### src/rtl/core/fpba_pkg.sv
// ----------------------------------------------------------------------------
// fpba_pkg
// Shared types, codes and field widths of the fit-policy block allocator.
// ----------------------------------------------------------------------------
`default_nettype none

package fpba_pkg;

  // Field widths of the channel payloads
  localparam int unsigned OP_W      = 1;
  localparam int unsigned BLK_W     = 4;
  localparam int unsigned SIZE_W    = 16;
  localparam int unsigned CFG_IDX_W = 1;
  localparam int unsigned CFG_DAT_W = 5;

  // Default sizing of the free-size table
  localparam int unsigned NUM_BLOCKS_DEF = 16;
  localparam int unsigned SIZE_BITS_DEF  = 16;

  // Operation codes
  localparam logic [OP_W-1:0] OP_LOAD  = 1'b0;
  localparam logic [OP_W-1:0] OP_ALLOC = 1'b1;

  // Fit policy codes (the unused code behaves as first fit)
  localparam logic [1:0] POL_FIRST = 2'd0;
  localparam logic [1:0] POL_BEST  = 2'd1;
  localparam logic [1:0] POL_WORST = 2'd2;

  // Configuration register indexes
  localparam logic [CFG_IDX_W-1:0] CFG_FIT_POLICY    = 1'b0;
  localparam logic [CFG_IDX_W-1:0] CFG_BLOCKS_IN_USE = 1'b1;

  // Reset value of blocks_in_use
  localparam logic [CFG_DAT_W-1:0] BIU_RESET = 5'd16;

  // Controller states
  typedef enum logic [1:0] {
    ST_IDLE,
    ST_SCAN,
    ST_DRAIN,
    ST_WRITE
  } state_t;

  // Controller to datapath commands
  typedef struct packed {
    logic load;    // write one table entry from the input beat
    logic start;   // capture request and scan length, clear search
    logic scan;    // read entry at scan counter, advance counter
    logic commit;  // write back chosen entry and fill output register
  } cmd_t;

  // Datapath to controller status
  typedef struct packed {
    logic lim_zero;   // scan length of the new request is zero
    logic scan_last;  // scan counter sits on the last entry
    logic out_free;   // output register can take a result this cycle
  } stat_t;

endpackage

`default_nettype wire

### src/rtl/core/fpba_in_if.sv
// ----------------------------------------------------------------------------
// fpba_in_if
// Input item channel: load or allocate beat with valid/ready handshake.
// ----------------------------------------------------------------------------
`default_nettype none

interface fpba_in_if;
  logic                           valid;
  logic                           ready;
  logic [fpba_pkg::OP_W-1:0]      operation;
  logic [fpba_pkg::BLK_W-1:0]     block_index;
  logic [fpba_pkg::SIZE_W-1:0]    size_value;

  modport source (output valid, output operation, output block_index,
                  output size_value, input ready);
  modport sink   (input valid, input operation, input block_index,
                  input size_value, output ready);
endinterface

`default_nettype wire

### src/rtl/core/fpba_out_if.sv
// ----------------------------------------------------------------------------
// fpba_out_if
// Result channel: grant, chosen block and remaining size.
// ----------------------------------------------------------------------------
`default_nettype none

interface fpba_out_if;
  logic                           valid;
  logic                           ready;
  logic                           granted;
  logic [fpba_pkg::BLK_W-1:0]     chosen_block;
  logic [fpba_pkg::SIZE_W-1:0]    remaining_size;

  modport source (output valid, output granted, output chosen_block,
                  output remaining_size, input ready);
  modport sink   (input valid, input granted, input chosen_block,
                  input remaining_size, output ready);
endinterface

`default_nettype wire

### src/rtl/core/fpba_cfg_if.sv
// ----------------------------------------------------------------------------
// fpba_cfg_if
// Configuration write channel: register index and write data.
// ----------------------------------------------------------------------------
`default_nettype none

interface fpba_cfg_if;
  logic                             valid;
  logic                             ready;
  logic [fpba_pkg::CFG_IDX_W-1:0]   wr_index;
  logic [fpba_pkg::CFG_DAT_W-1:0]   wr_data;

  modport source (output valid, output wr_index, output wr_data, input ready);
  modport sink   (input valid, input wr_index, input wr_data, output ready);
endinterface

`default_nettype wire

### src/rtl/core/fit_policy_block_allocator.sv
// ----------------------------------------------------------------------------
// fit_policy_block_allocator
// Free-size table with first, best and worst fit allocation.
//
//   channel    dir   handshake      payload
//   alloc_in   in    valid/ready    operation, block_index, size_value
//   alloc_out  out   valid/ready    granted, chosen_block, remaining_size
//   cfg        in    valid/ready    wr_index, wr_data (ready always high)
//
// A load beat writes one table entry. An allocate beat scans N entries, N
// being blocks_in_use saturated to NUM_BLOCKS, through one read port at one
// entry per cycle; a drain state compares the last entry read and a write
// state writes back. Reset clears the table through per-entry valid bits;
// no clearing pass follows. A stalled result holds the write-back until the
// output register frees, and the input waits meanwhile; loads and a new
// scan still run while a finished result sits unread.
// ----------------------------------------------------------------------------
`default_nettype none

module fit_policy_block_allocator #(
  parameter int unsigned NUM_BLOCKS = fpba_pkg::NUM_BLOCKS_DEF,
  parameter int unsigned SIZE_BITS  = fpba_pkg::SIZE_BITS_DEF
) (
  input  wire logic  clk,
  input  wire logic  rst,
  fpba_in_if.sink    alloc_in,
  fpba_out_if.source alloc_out,
  fpba_cfg_if.sink   cfg
);

  fpba_pkg::cmd_t  cmd;
  fpba_pkg::stat_t stat;

  // Configuration is always taken
  assign cfg.ready = 1'b1;

  fpba_ctrl u_ctrl (
    .clk      (clk),
    .rst      (rst),
    .in_valid (alloc_in.valid),
    .in_op    (alloc_in.operation),
    .in_ready (alloc_in.ready),
    .stat     (stat),
    .cmd      (cmd)
  );

  fpba_dp #(
    .NUM_BLOCKS (NUM_BLOCKS),
    .SIZE_BITS  (SIZE_BITS)
  ) u_dp (
    .clk         (clk),
    .rst         (rst),
    .cfg_we      (cfg.valid),
    .cfg_index   (cfg.wr_index),
    .cfg_data    (cfg.wr_data),
    .in_block    (alloc_in.block_index),
    .in_size     (alloc_in.size_value),
    .cmd         (cmd),
    .stat        (stat),
    .out_valid   (alloc_out.valid),
    .out_ready   (alloc_out.ready),
    .out_granted (alloc_out.granted),
    .out_block   (alloc_out.chosen_block),
    .out_size    (alloc_out.remaining_size)
  );

endmodule

`default_nettype wire

### src/rtl/core/fpba_ctrl.sv
// ----------------------------------------------------------------------------
// fpba_ctrl
// Sequencer of the allocator: accepts beats, runs the table scan and
// schedules the write-back of each allocate request.
// ----------------------------------------------------------------------------
`default_nettype none

module fpba_ctrl (
  input  wire logic                        clk,
  input  wire logic                        rst,
  input  wire logic                        in_valid,
  input  wire logic [fpba_pkg::OP_W-1:0]   in_op,
  output logic                             in_ready,
  input  wire fpba_pkg::stat_t             stat,
  output fpba_pkg::cmd_t                   cmd
);

  fpba_pkg::state_t state;
  fpba_pkg::state_t state_next;

  // State register
  always_ff @(posedge clk) begin
    if (rst) begin
      state <= fpba_pkg::ST_IDLE;
    end else begin
      state <= state_next;
    end
  end

  // Next state and commands
  always_comb begin
    state_next = state;
    cmd        = '0;
    in_ready   = 1'b0;
    case (state)
      fpba_pkg::ST_IDLE: begin
        in_ready = 1'b1;
        if (in_valid) begin
          if (in_op == fpba_pkg::OP_ALLOC) begin
            cmd.start  = 1'b1;
            state_next = stat.lim_zero ? fpba_pkg::ST_WRITE : fpba_pkg::ST_SCAN;
          end else begin
            cmd.load = 1'b1;
          end
        end
      end
      fpba_pkg::ST_SCAN: begin
        cmd.scan = 1'b1;
        if (stat.scan_last) begin
          state_next = fpba_pkg::ST_DRAIN;
        end
      end
      fpba_pkg::ST_DRAIN: begin
        // last read entry is compared in this cycle
        state_next = fpba_pkg::ST_WRITE;
      end
      fpba_pkg::ST_WRITE: begin
        // hold until the output register is free
        if (stat.out_free) begin
          cmd.commit = 1'b1;
          state_next = fpba_pkg::ST_IDLE;
        end
      end
      default: begin
        state_next = fpba_pkg::ST_IDLE;
      end
    endcase
  end

endmodule

`default_nettype wire

### src/rtl/core/fpba_dp.sv
// ----------------------------------------------------------------------------
// fpba_dp
// Datapath of the allocator: configuration registers, free-size table,
// scan counter, fit comparator and output register.
// ----------------------------------------------------------------------------
`default_nettype none

module fpba_dp #(
  parameter int unsigned NUM_BLOCKS = fpba_pkg::NUM_BLOCKS_DEF,
  parameter int unsigned SIZE_BITS  = fpba_pkg::SIZE_BITS_DEF
) (
  input  wire logic                             clk,
  input  wire logic                             rst,
  // configuration writes
  input  wire logic                             cfg_we,
  input  wire logic [fpba_pkg::CFG_IDX_W-1:0]   cfg_index,
  input  wire logic [fpba_pkg::CFG_DAT_W-1:0]   cfg_data,
  // input payload
  input  wire logic [fpba_pkg::BLK_W-1:0]       in_block,
  input  wire logic [fpba_pkg::SIZE_W-1:0]      in_size,
  // control
  input  wire fpba_pkg::cmd_t                   cmd,
  output fpba_pkg::stat_t                       stat,
  // result
  output logic                                  out_valid,
  input  wire logic                             out_ready,
  output logic                                  out_granted,
  output logic [fpba_pkg::BLK_W-1:0]            out_block,
  output logic [fpba_pkg::SIZE_W-1:0]           out_size
);

  localparam int unsigned IDX_W = (NUM_BLOCKS > 1) ? $clog2(NUM_BLOCKS) : 1;
  localparam int unsigned CNT_W = $clog2(NUM_BLOCKS + 1);

  // Configuration registers
  logic [1:0]                      policy;
  logic [fpba_pkg::CFG_DAT_W-1:0]  biu;

  always_ff @(posedge clk) begin
    if (rst) begin
      policy <= fpba_pkg::POL_FIRST;
      biu    <= fpba_pkg::BIU_RESET;
    end else if (cfg_we) begin
      case (cfg_index)
        fpba_pkg::CFG_FIT_POLICY:    policy <= cfg_data[1:0];
        fpba_pkg::CFG_BLOCKS_IN_USE: biu    <= cfg_data;
        default: ;
      endcase
    end
  end

  // Input size reduced to table width
  logic [SIZE_BITS+fpba_pkg::SIZE_W-1:0] in_size_ext;
  logic [SIZE_BITS-1:0]                  in_size_tw;
  assign in_size_ext = {{SIZE_BITS{1'b0}}, in_size};
  assign in_size_tw  = in_size_ext[SIZE_BITS-1:0];

  // Scan length saturated to the table depth
  logic [CNT_W-1:0] lim_new;
  assign lim_new = (32'(biu) > NUM_BLOCKS) ? CNT_W'(NUM_BLOCKS) : CNT_W'(biu);

  // Request registers and scan counter
  logic [SIZE_BITS-1:0] req;
  logic [CNT_W-1:0]     lim;
  logic [IDX_W-1:0]     cnt;
  logic [IDX_W-1:0]     cmp_idx;
  logic                 cmp_en;

  always_ff @(posedge clk) begin
    if (cmd.start) begin
      req <= in_size_tw;
      lim <= lim_new;
    end
  end

  always_ff @(posedge clk) begin
    if (rst) begin
      cnt    <= '0;
      cmp_en <= 1'b0;
    end else begin
      cmp_en <= cmd.scan;
      if (cmd.start) begin
        cnt <= '0;
      end else if (cmd.scan) begin
        cnt <= cnt + IDX_W'(1);
      end
    end
  end

  always_ff @(posedge clk) begin
    if (cmd.scan) begin
      cmp_idx <= cnt;
    end
  end

  // Free-size table with per-entry valid bits (unwritten entries read zero)
  logic [SIZE_BITS-1:0]  mem [NUM_BLOCKS];
  logic [NUM_BLOCKS-1:0] vbit;
  logic [SIZE_BITS-1:0]  rd_data;
  logic                  rd_vld;
  logic                  wr_en;
  logic [IDX_W-1:0]      wr_addr;
  logic [SIZE_BITS-1:0]  wr_data;
  logic                  load_ok;

  logic                  found;
  logic [IDX_W-1:0]      pick;
  logic [SIZE_BITS-1:0]  best;
  logic [SIZE_BITS-1:0]  rem;

  assign load_ok = cmd.load && (32'(in_block) < NUM_BLOCKS);
  assign rem     = best - req;
  assign wr_en   = load_ok || (cmd.commit && found);
  assign wr_addr = cmd.commit ? pick : IDX_W'(in_block);
  assign wr_data = cmd.commit ? rem : in_size_tw;

  always_ff @(posedge clk) begin
    if (wr_en) begin
      mem[wr_addr] <= wr_data;
    end
    if (cmd.scan) begin
      rd_data <= mem[cnt];
    end
  end

  always_ff @(posedge clk) begin
    if (rst) begin
      vbit   <= '0;
      rd_vld <= 1'b0;
    end else begin
      if (wr_en) begin
        vbit[wr_addr] <= 1'b1;
      end
      if (cmd.scan) begin
        rd_vld <= vbit[cnt];
      end
    end
  end

  // Fit comparison on the entry read last cycle
  logic [SIZE_BITS-1:0] ent;
  logic                 fits;
  logic                 take;
  assign ent  = rd_vld ? rd_data : '0;
  assign fits = ent >= req;

  always_comb begin
    take = 1'b0;
    if (cmp_en && fits) begin
      if (!found) begin
        take = 1'b1;
      end else if (policy == fpba_pkg::POL_BEST) begin
        take = ent < best;
      end else if (policy == fpba_pkg::POL_WORST) begin
        take = ent > best;
      end
    end
  end

  always_ff @(posedge clk) begin
    if (rst) begin
      found <= 1'b0;
    end else if (cmd.start) begin
      found <= 1'b0;
    end else if (take) begin
      found <= 1'b1;
    end
  end

  always_ff @(posedge clk) begin
    if (take) begin
      pick <= cmp_idx;
      best <= ent;
    end
  end

  // Output register
  logic [SIZE_BITS+fpba_pkg::SIZE_W-1:0] rem_ext;
  assign rem_ext = {{fpba_pkg::SIZE_W{1'b0}}, rem};

  always_ff @(posedge clk) begin
    if (rst) begin
      out_valid <= 1'b0;
    end else if (cmd.commit) begin
      out_valid <= 1'b1;
    end else if (out_ready) begin
      out_valid <= 1'b0;
    end
  end

  always_ff @(posedge clk) begin
    if (cmd.commit) begin
      out_granted <= found;
      out_block   <= found ? fpba_pkg::BLK_W'(pick) : '0;
      out_size    <= found ? rem_ext[fpba_pkg::SIZE_W-1:0] : '0;
    end
  end

  // Status to the controller
  assign stat.lim_zero  = (lim_new == '0);
  assign stat.scan_last = (CNT_W'(cnt) == (lim - CNT_W'(1)));
  assign stat.out_free  = !out_valid || out_ready;

  // Checks
  a_commit_free: assert property (@(posedge clk) disable iff (rst)
    cmd.commit |-> (!out_valid || out_ready))
    else $error("commit while a result is still pending");

  a_commit_shows: assert property (@(posedge clk) disable iff (rst)
    cmd.commit |=> (out_valid && (out_granted == $past(found))))
    else $error("committed result not in output register");

  a_scan_range: assert property (@(posedge clk) disable iff (rst)
    cmd.scan |-> (CNT_W'(cnt) < lim))
    else $error("scan past the configured length");

  a_pick_range: assert property (@(posedge clk) disable iff (rst)
    (found && !cmd.start) |-> (CNT_W'(pick) < lim))
    else $error("chosen block outside the scanned range");

endmodule

`default_nettype wire
### src/flat_wrapper.sv
// flat-port wrapper written by rule: the top's interface ports become plain ports
module fit_policy_block_allocator_flat 
#(
  parameter int unsigned NUM_BLOCKS = fpba_pkg::NUM_BLOCKS_DEF,
  parameter int unsigned SIZE_BITS  = fpba_pkg::SIZE_BITS_DEF
)
  (clk, rst, alloc_in_valid, alloc_in_operation, alloc_in_block_index, alloc_in_size_value, alloc_in_ready, alloc_out_valid, alloc_out_granted, alloc_out_chosen_block, alloc_out_remaining_size, alloc_out_ready, cfg_valid, cfg_wr_index, cfg_wr_data, cfg_ready);
  fpba_in_if alloc_in_i ();
  fpba_out_if alloc_out_i ();
  fpba_cfg_if cfg_i ();
  input  wire logic clk;
  input  wire logic rst;
  input wire logic [$bits(alloc_in_i.valid)-1:0] alloc_in_valid;
  input wire logic [$bits(alloc_in_i.operation)-1:0] alloc_in_operation;
  input wire logic [$bits(alloc_in_i.block_index)-1:0] alloc_in_block_index;
  input wire logic [$bits(alloc_in_i.size_value)-1:0] alloc_in_size_value;
  output wire logic [$bits(alloc_in_i.ready)-1:0] alloc_in_ready;
  output wire logic [$bits(alloc_out_i.valid)-1:0] alloc_out_valid;
  output wire logic [$bits(alloc_out_i.granted)-1:0] alloc_out_granted;
  output wire logic [$bits(alloc_out_i.chosen_block)-1:0] alloc_out_chosen_block;
  output wire logic [$bits(alloc_out_i.remaining_size)-1:0] alloc_out_remaining_size;
  input wire logic [$bits(alloc_out_i.ready)-1:0] alloc_out_ready;
  input wire logic [$bits(cfg_i.valid)-1:0] cfg_valid;
  input wire logic [$bits(cfg_i.wr_index)-1:0] cfg_wr_index;
  input wire logic [$bits(cfg_i.wr_data)-1:0] cfg_wr_data;
  output wire logic [$bits(cfg_i.ready)-1:0] cfg_ready;
  assign alloc_in_i.valid = alloc_in_valid;
  assign alloc_in_i.operation = alloc_in_operation;
  assign alloc_in_i.block_index = alloc_in_block_index;
  assign alloc_in_i.size_value = alloc_in_size_value;
  assign alloc_in_ready = alloc_in_i.ready;
  assign alloc_out_valid = alloc_out_i.valid;
  assign alloc_out_granted = alloc_out_i.granted;
  assign alloc_out_chosen_block = alloc_out_i.chosen_block;
  assign alloc_out_remaining_size = alloc_out_i.remaining_size;
  assign alloc_out_i.ready = alloc_out_ready;
  assign cfg_i.valid = cfg_valid;
  assign cfg_i.wr_index = cfg_wr_index;
  assign cfg_i.wr_data = cfg_wr_data;
  assign cfg_ready = cfg_i.ready;
  fit_policy_block_allocator #(.NUM_BLOCKS(NUM_BLOCKS), .SIZE_BITS(SIZE_BITS)) u_core (.clk(clk), .rst(rst), .alloc_in(alloc_in_i), .alloc_out(alloc_out_i), .cfg(cfg_i));
endmodule
### config.mk
export PLATFORM = sky130hd
export DESIGN_NAME = fit_policy_block_allocator_flat
export DESIGN_NICKNAME = d
export VERILOG_FILES = /design/src/rtl/core/fpba_pkg.sv /design/src/rtl/core/fpba_in_if.sv /design/src/rtl/core/fpba_out_if.sv /design/src/rtl/core/fpba_cfg_if.sv /design/src/rtl/core/fit_policy_block_allocator.sv /design/src/rtl/core/fpba_ctrl.sv /design/src/rtl/core/fpba_dp.sv /design/src/flat_wrapper.sv
export SDC_FILE = /design/constraint.sdc
export NUM_CORES = 1
export LEC_CHECK = 0
export BUFFER_PORTS_ARGS = -buffer_cell sky130_fd_sc_hd__buf_4
export CORE_MARGIN = 10
export CORE_UTILIZATION = 55
export DETAILED_ROUTE_END_ITERATION = 10
export GPL_TIMING_DRIVEN = 1
export PLACE_DENSITY = 0.71
export SLEW_MARGIN = 20
export SYNTH_ARGS = -nofsm -noshare
export SYNTH_HDL_FRONTEND = slang
export SYNTH_HIERARCHICAL = 1
export SYNTH_SLANG_ARGS = --single-unit
### constraint.sdc
create_clock -name clk -period 4 [get_ports clk]
set_clock_uncertainty 0.2 [all_clocks]
set_input_delay 0 -clock clk [delete_from_list [all_inputs] [get_ports clk]]
set_output_delay 0 -clock clk [all_outputs]
set_load 0.02 [all_outputs]
==> impl_results.md <==
* PostCTS Resize Cnt at 0
* Vias in the first global route at 8873
* Utilization after layout at 0.653
* Final setup vio count at 0
* Post-Synthesis Cell Area at 15800 um^2
* Post-route cell area at 18600 um^2
* Initial antenna violation count at 0
* Ys async rst share at 0
* Final HPWL DP at 20.9 mm
* Ratio of cells with drive above 1 in the final layout at 0.240
* Post-synthesis compound-gate area fraction at 0.0434
* Number of CTS-inserted buffers at 39
* DRC Markers at 0
* Full die area at 35900 um^2
* # IOs at 56
* Clock latency on the worst-skew pair at 0.53 ns
* Final net count at 1161
* Crit-path cells: ha_1 -> and2_2 -> inv_1 -> nor2_1 -> a22o_1 -> dlygate4sd3_1 -> a21oi_1 -> dlygate4sd3_1 -> nor2_1
* Port bufs at 54
* Worst-path clk slew at 0.06 ns
* Max-slew headroom at 0.616
* Netlist cell types at 67
* DP Worst Slack at 0.693 ns
* RSZ-0062 raised after global routing: no
* Achievable Freq at 296 MHz
* CP Max Fanout at 18
* VDD IR max at 0.362 mV
* CP max stage cell: dlygate4sd3_1
* PD cells at 491 nW/um^2
* Post-synthesis sequential area ratio at 0.684
* GRT Util Overall at 0.189
* Syn avg cell area at 17.1 um^2
* Largest family of logic cells by synthesized area: multiplexers
* Pins Over Slew Limit at 0
* Initial DRC count at 759
* Via/cell ratio at 5.83
* Post-route ant nets at 0
* Cell Area, Placed at 16800 um^2
* Buf/Inv on CP at 3
* Post-synthesis mux area share at 0.135
* H-tree Lvls at 2
* Post-Route Setup TNS at 0 ns
* Total Wirelength at 34.0 mm
* Die width at 190 um
* Root buf cell: clkbuf_16
* Crit path kind: reg -> reg
* CP Capture Type: flop
* Kind of cell adding the most delay to the critical path: buffers and inverters
* Post-synth EDFFs at 338
* TritonCTS clock tree: built
* Initial Util at 0.554
* Post-Synth Adder-Cell Area at 0.0422
* P_leak at 6.50 nW
* #FFs+latches synth at 371
* Synth warn at 6
* Vias at 8688
* Postcts setup bufs at 0
* Die height at 190 um
* Synth Net Count at 1010
* Final clock period utilization by the worst path at 0.846
* CTS sink count at 371
* Crit path DAT at 3.59 ns
* Fin crit period at 3.38 ns
* Final Hold Fails at 0
* Crit path required time at 4.21 ns
* CTS max path bufs at 3
* Hold slack at 0.0172 ns
* Largest net degree at the start of global routing at 72
* First-pass GRT wire length at 51.9 mm
* Max Cap Viol at 0
* Pre-Repair DR Iteration Count at 5
* Top FF cell, synth: edfxtp_1
* WL/cell at 22.8 um
* Status: finished, final reports clean
* Slowest stage delay, CP at 0.58 ns
* # rows at 62
* Worst-Margin Slew at 0.576 ns
* Crit start category: flop
* Xor/xnor share of the synthesized area at 0.0116
* GRT Residual Overflow at 0
* Post-route setup slack at 0.618 ns
* Post-Synth Simple-Gate Area at 0.0608
* RePlAce Congestion at 0.854
* Worst hold path type: in -> reg
* Ant diodes at 0
* Core area at 28500 um^2
* Synth-to-Final Area Change at 17.9%
* Syn Inst Count at 926
## cells in the mapped netlist, types with 6 or more instances
| library cell | number | area, um^2 |
|---|---|---|
| edfxtp_1 | 338 | 10100 |
| mux4_2 | 85 | 1910 |
| nor2_1 | 65 | 244 |
| ha_1 | 51 | 638 |
| inv_1 | 47 | 176 |
| a21oi_1 | 37 | 185 |
| nand2_1 | 34 | 128 |
| and2_1 | 33 | 206 |
| dfxtp_1 | 33 | 661 |
| clkbuf_1 | 20 | 75.1 |
| xnor2_1 | 16 | 140 |
| nor2b_1 | 13 | 81.3 |
| nor3_1 | 12 | 60.1 |
| mux2_2 | 11 | 124 |
| buf_2 | 8 | 40.0 |
| o21ai_0 | 8 | 40.0 |
| mux2i_1 | 7 | 70.1 |
| nand2b_1 | 7 | 43.8 |
| nand4_1 | 7 | 43.8 |
| a21o_1 | 6 | 45.0 |
| nand3_1 | 6 | 30.0 |
## metrics by stage
| step | instances | total power, mW |
|---|---|---|
| floorplan | 926 | 5.50 |
| global placement | 1360 | 5.80 |
| detailed placement | 1360 | 5.82 |
| CTS | 1488 | 9.24 |
| global route | 1489 | 9.51 |
| finish | 1489 | 9.15 |
## per-layer routing
layer / vias to the layer above / part of all wire / track usage
met5: - / 0 / 0
met4: 0 / 0.021 / 0.0543
met3: 57 / 0.073 / 0.0348
met2: 331 / 0.49 / 0.311
met1: 4380 / 0.42 / 0.255
li1: 3920 / - / -
## worst register-to-register path, cell delays in order, from the launching register on
cell           delay [ns]
dfxtp_1              0.35
ha_1                 0.21
and2_2               0.29
inv_1                0.47
nor2_1               0.18
a22o_1               0.27
dlygate4sd3_1        0.58
a21oi_1              0.12
dlygate4sd3_1        0.56
nor2_1               0.04
## state kept, by name, summed over array words and instances (netlist names)
name	count
u_core/u_ctrl/state	2
u_core/u_dp/best	16
u_core/u_dp/biu	5
u_core/u_dp/cmp_en	1
u_core/u_dp/cmp_idx	4
u_core/u_dp/cnt	4
u_core/u_dp/found	1
u_core/u_dp/lim	5
u_core/u_dp/mem	256
u_core/u_dp/out_block	4
u_core/u_dp/out_granted	1
u_core/u_dp/out_size	16
u_core/u_dp/out_valid	1
u_core/u_dp/pick	4
u_core/u_dp/policy	2
u_core/u_dp/rd_data	16
u_core/u_dp/rd_vld	1
u_core/u_dp/req	16
u_core/u_dp/vbit	16
## layout make-up
type,count,area (um^2)
flip-flops and latches,371,10800
fillers,1959,9900
multi-input cells,472,4690
repair buffers,146,1270
clock buffers,51,1080
well taps,384,480
inverters,47,176
clock inverters,18,129
## logic make-up after synthesis
family	Yosys count
other	1
flip-flops	371
multiplexers	105
adder cells (fa/ha/maj)	53
AO/OA/AOI/OAI	100
buffers and inverters	83
XOR/XNOR	21
AND/OR/NAND/NOR	192
## cells in the final DEF, fill, tap and decap left out, types with 8 or more instances in the layout
cell,n
clkbuf_16,41
dlygate4sd3_1,60
nand2_1,34
nor2_2,16
edfxtp_1,338
o21ai_0,8
inv_1,47
and2_1,32
a21oi_1,36
nor2_1,49
mux2_2,11
nor2b_1,13
mux4_2,85
buf_4,84
dfxtp_1,31
xnor2_1,16
ha_1,51
clkbuf_1,8
nor3_1,12
## report_power, final
part / switching, mW / internal [mW]
logic: 0.623 / 0.616
clock network: 1.45 / 1.93
registers: 0.101 / 4.43
## timing repair
item | CTS | global route
hold buffers | 59 | 1
setup endpoints to repair | 0 | 0
hold endpoints to repair | 305 | 1
## final timing paths
check / cells after the start / end / startpoint / slack, ns
worst min register to register: 0 / u_core/u_dp/pick[2] / u_core/u_dp/cmp_idx[2] / 0.22
worst max register to register: 9 / u_core/u_dp/vbit[8] / u_core/u_ctrl/state[0] / 0.62
worst max-delay path: 9 / u_core/u_dp/vbit[8] / u_core/u_ctrl/state[0] / 0.62
worst min-delay path: 2 / u_core/u_dp/req[1] / alloc_in_size_value[1] / 0.02
Note: power is estimated with default switching activity, not from simulation.
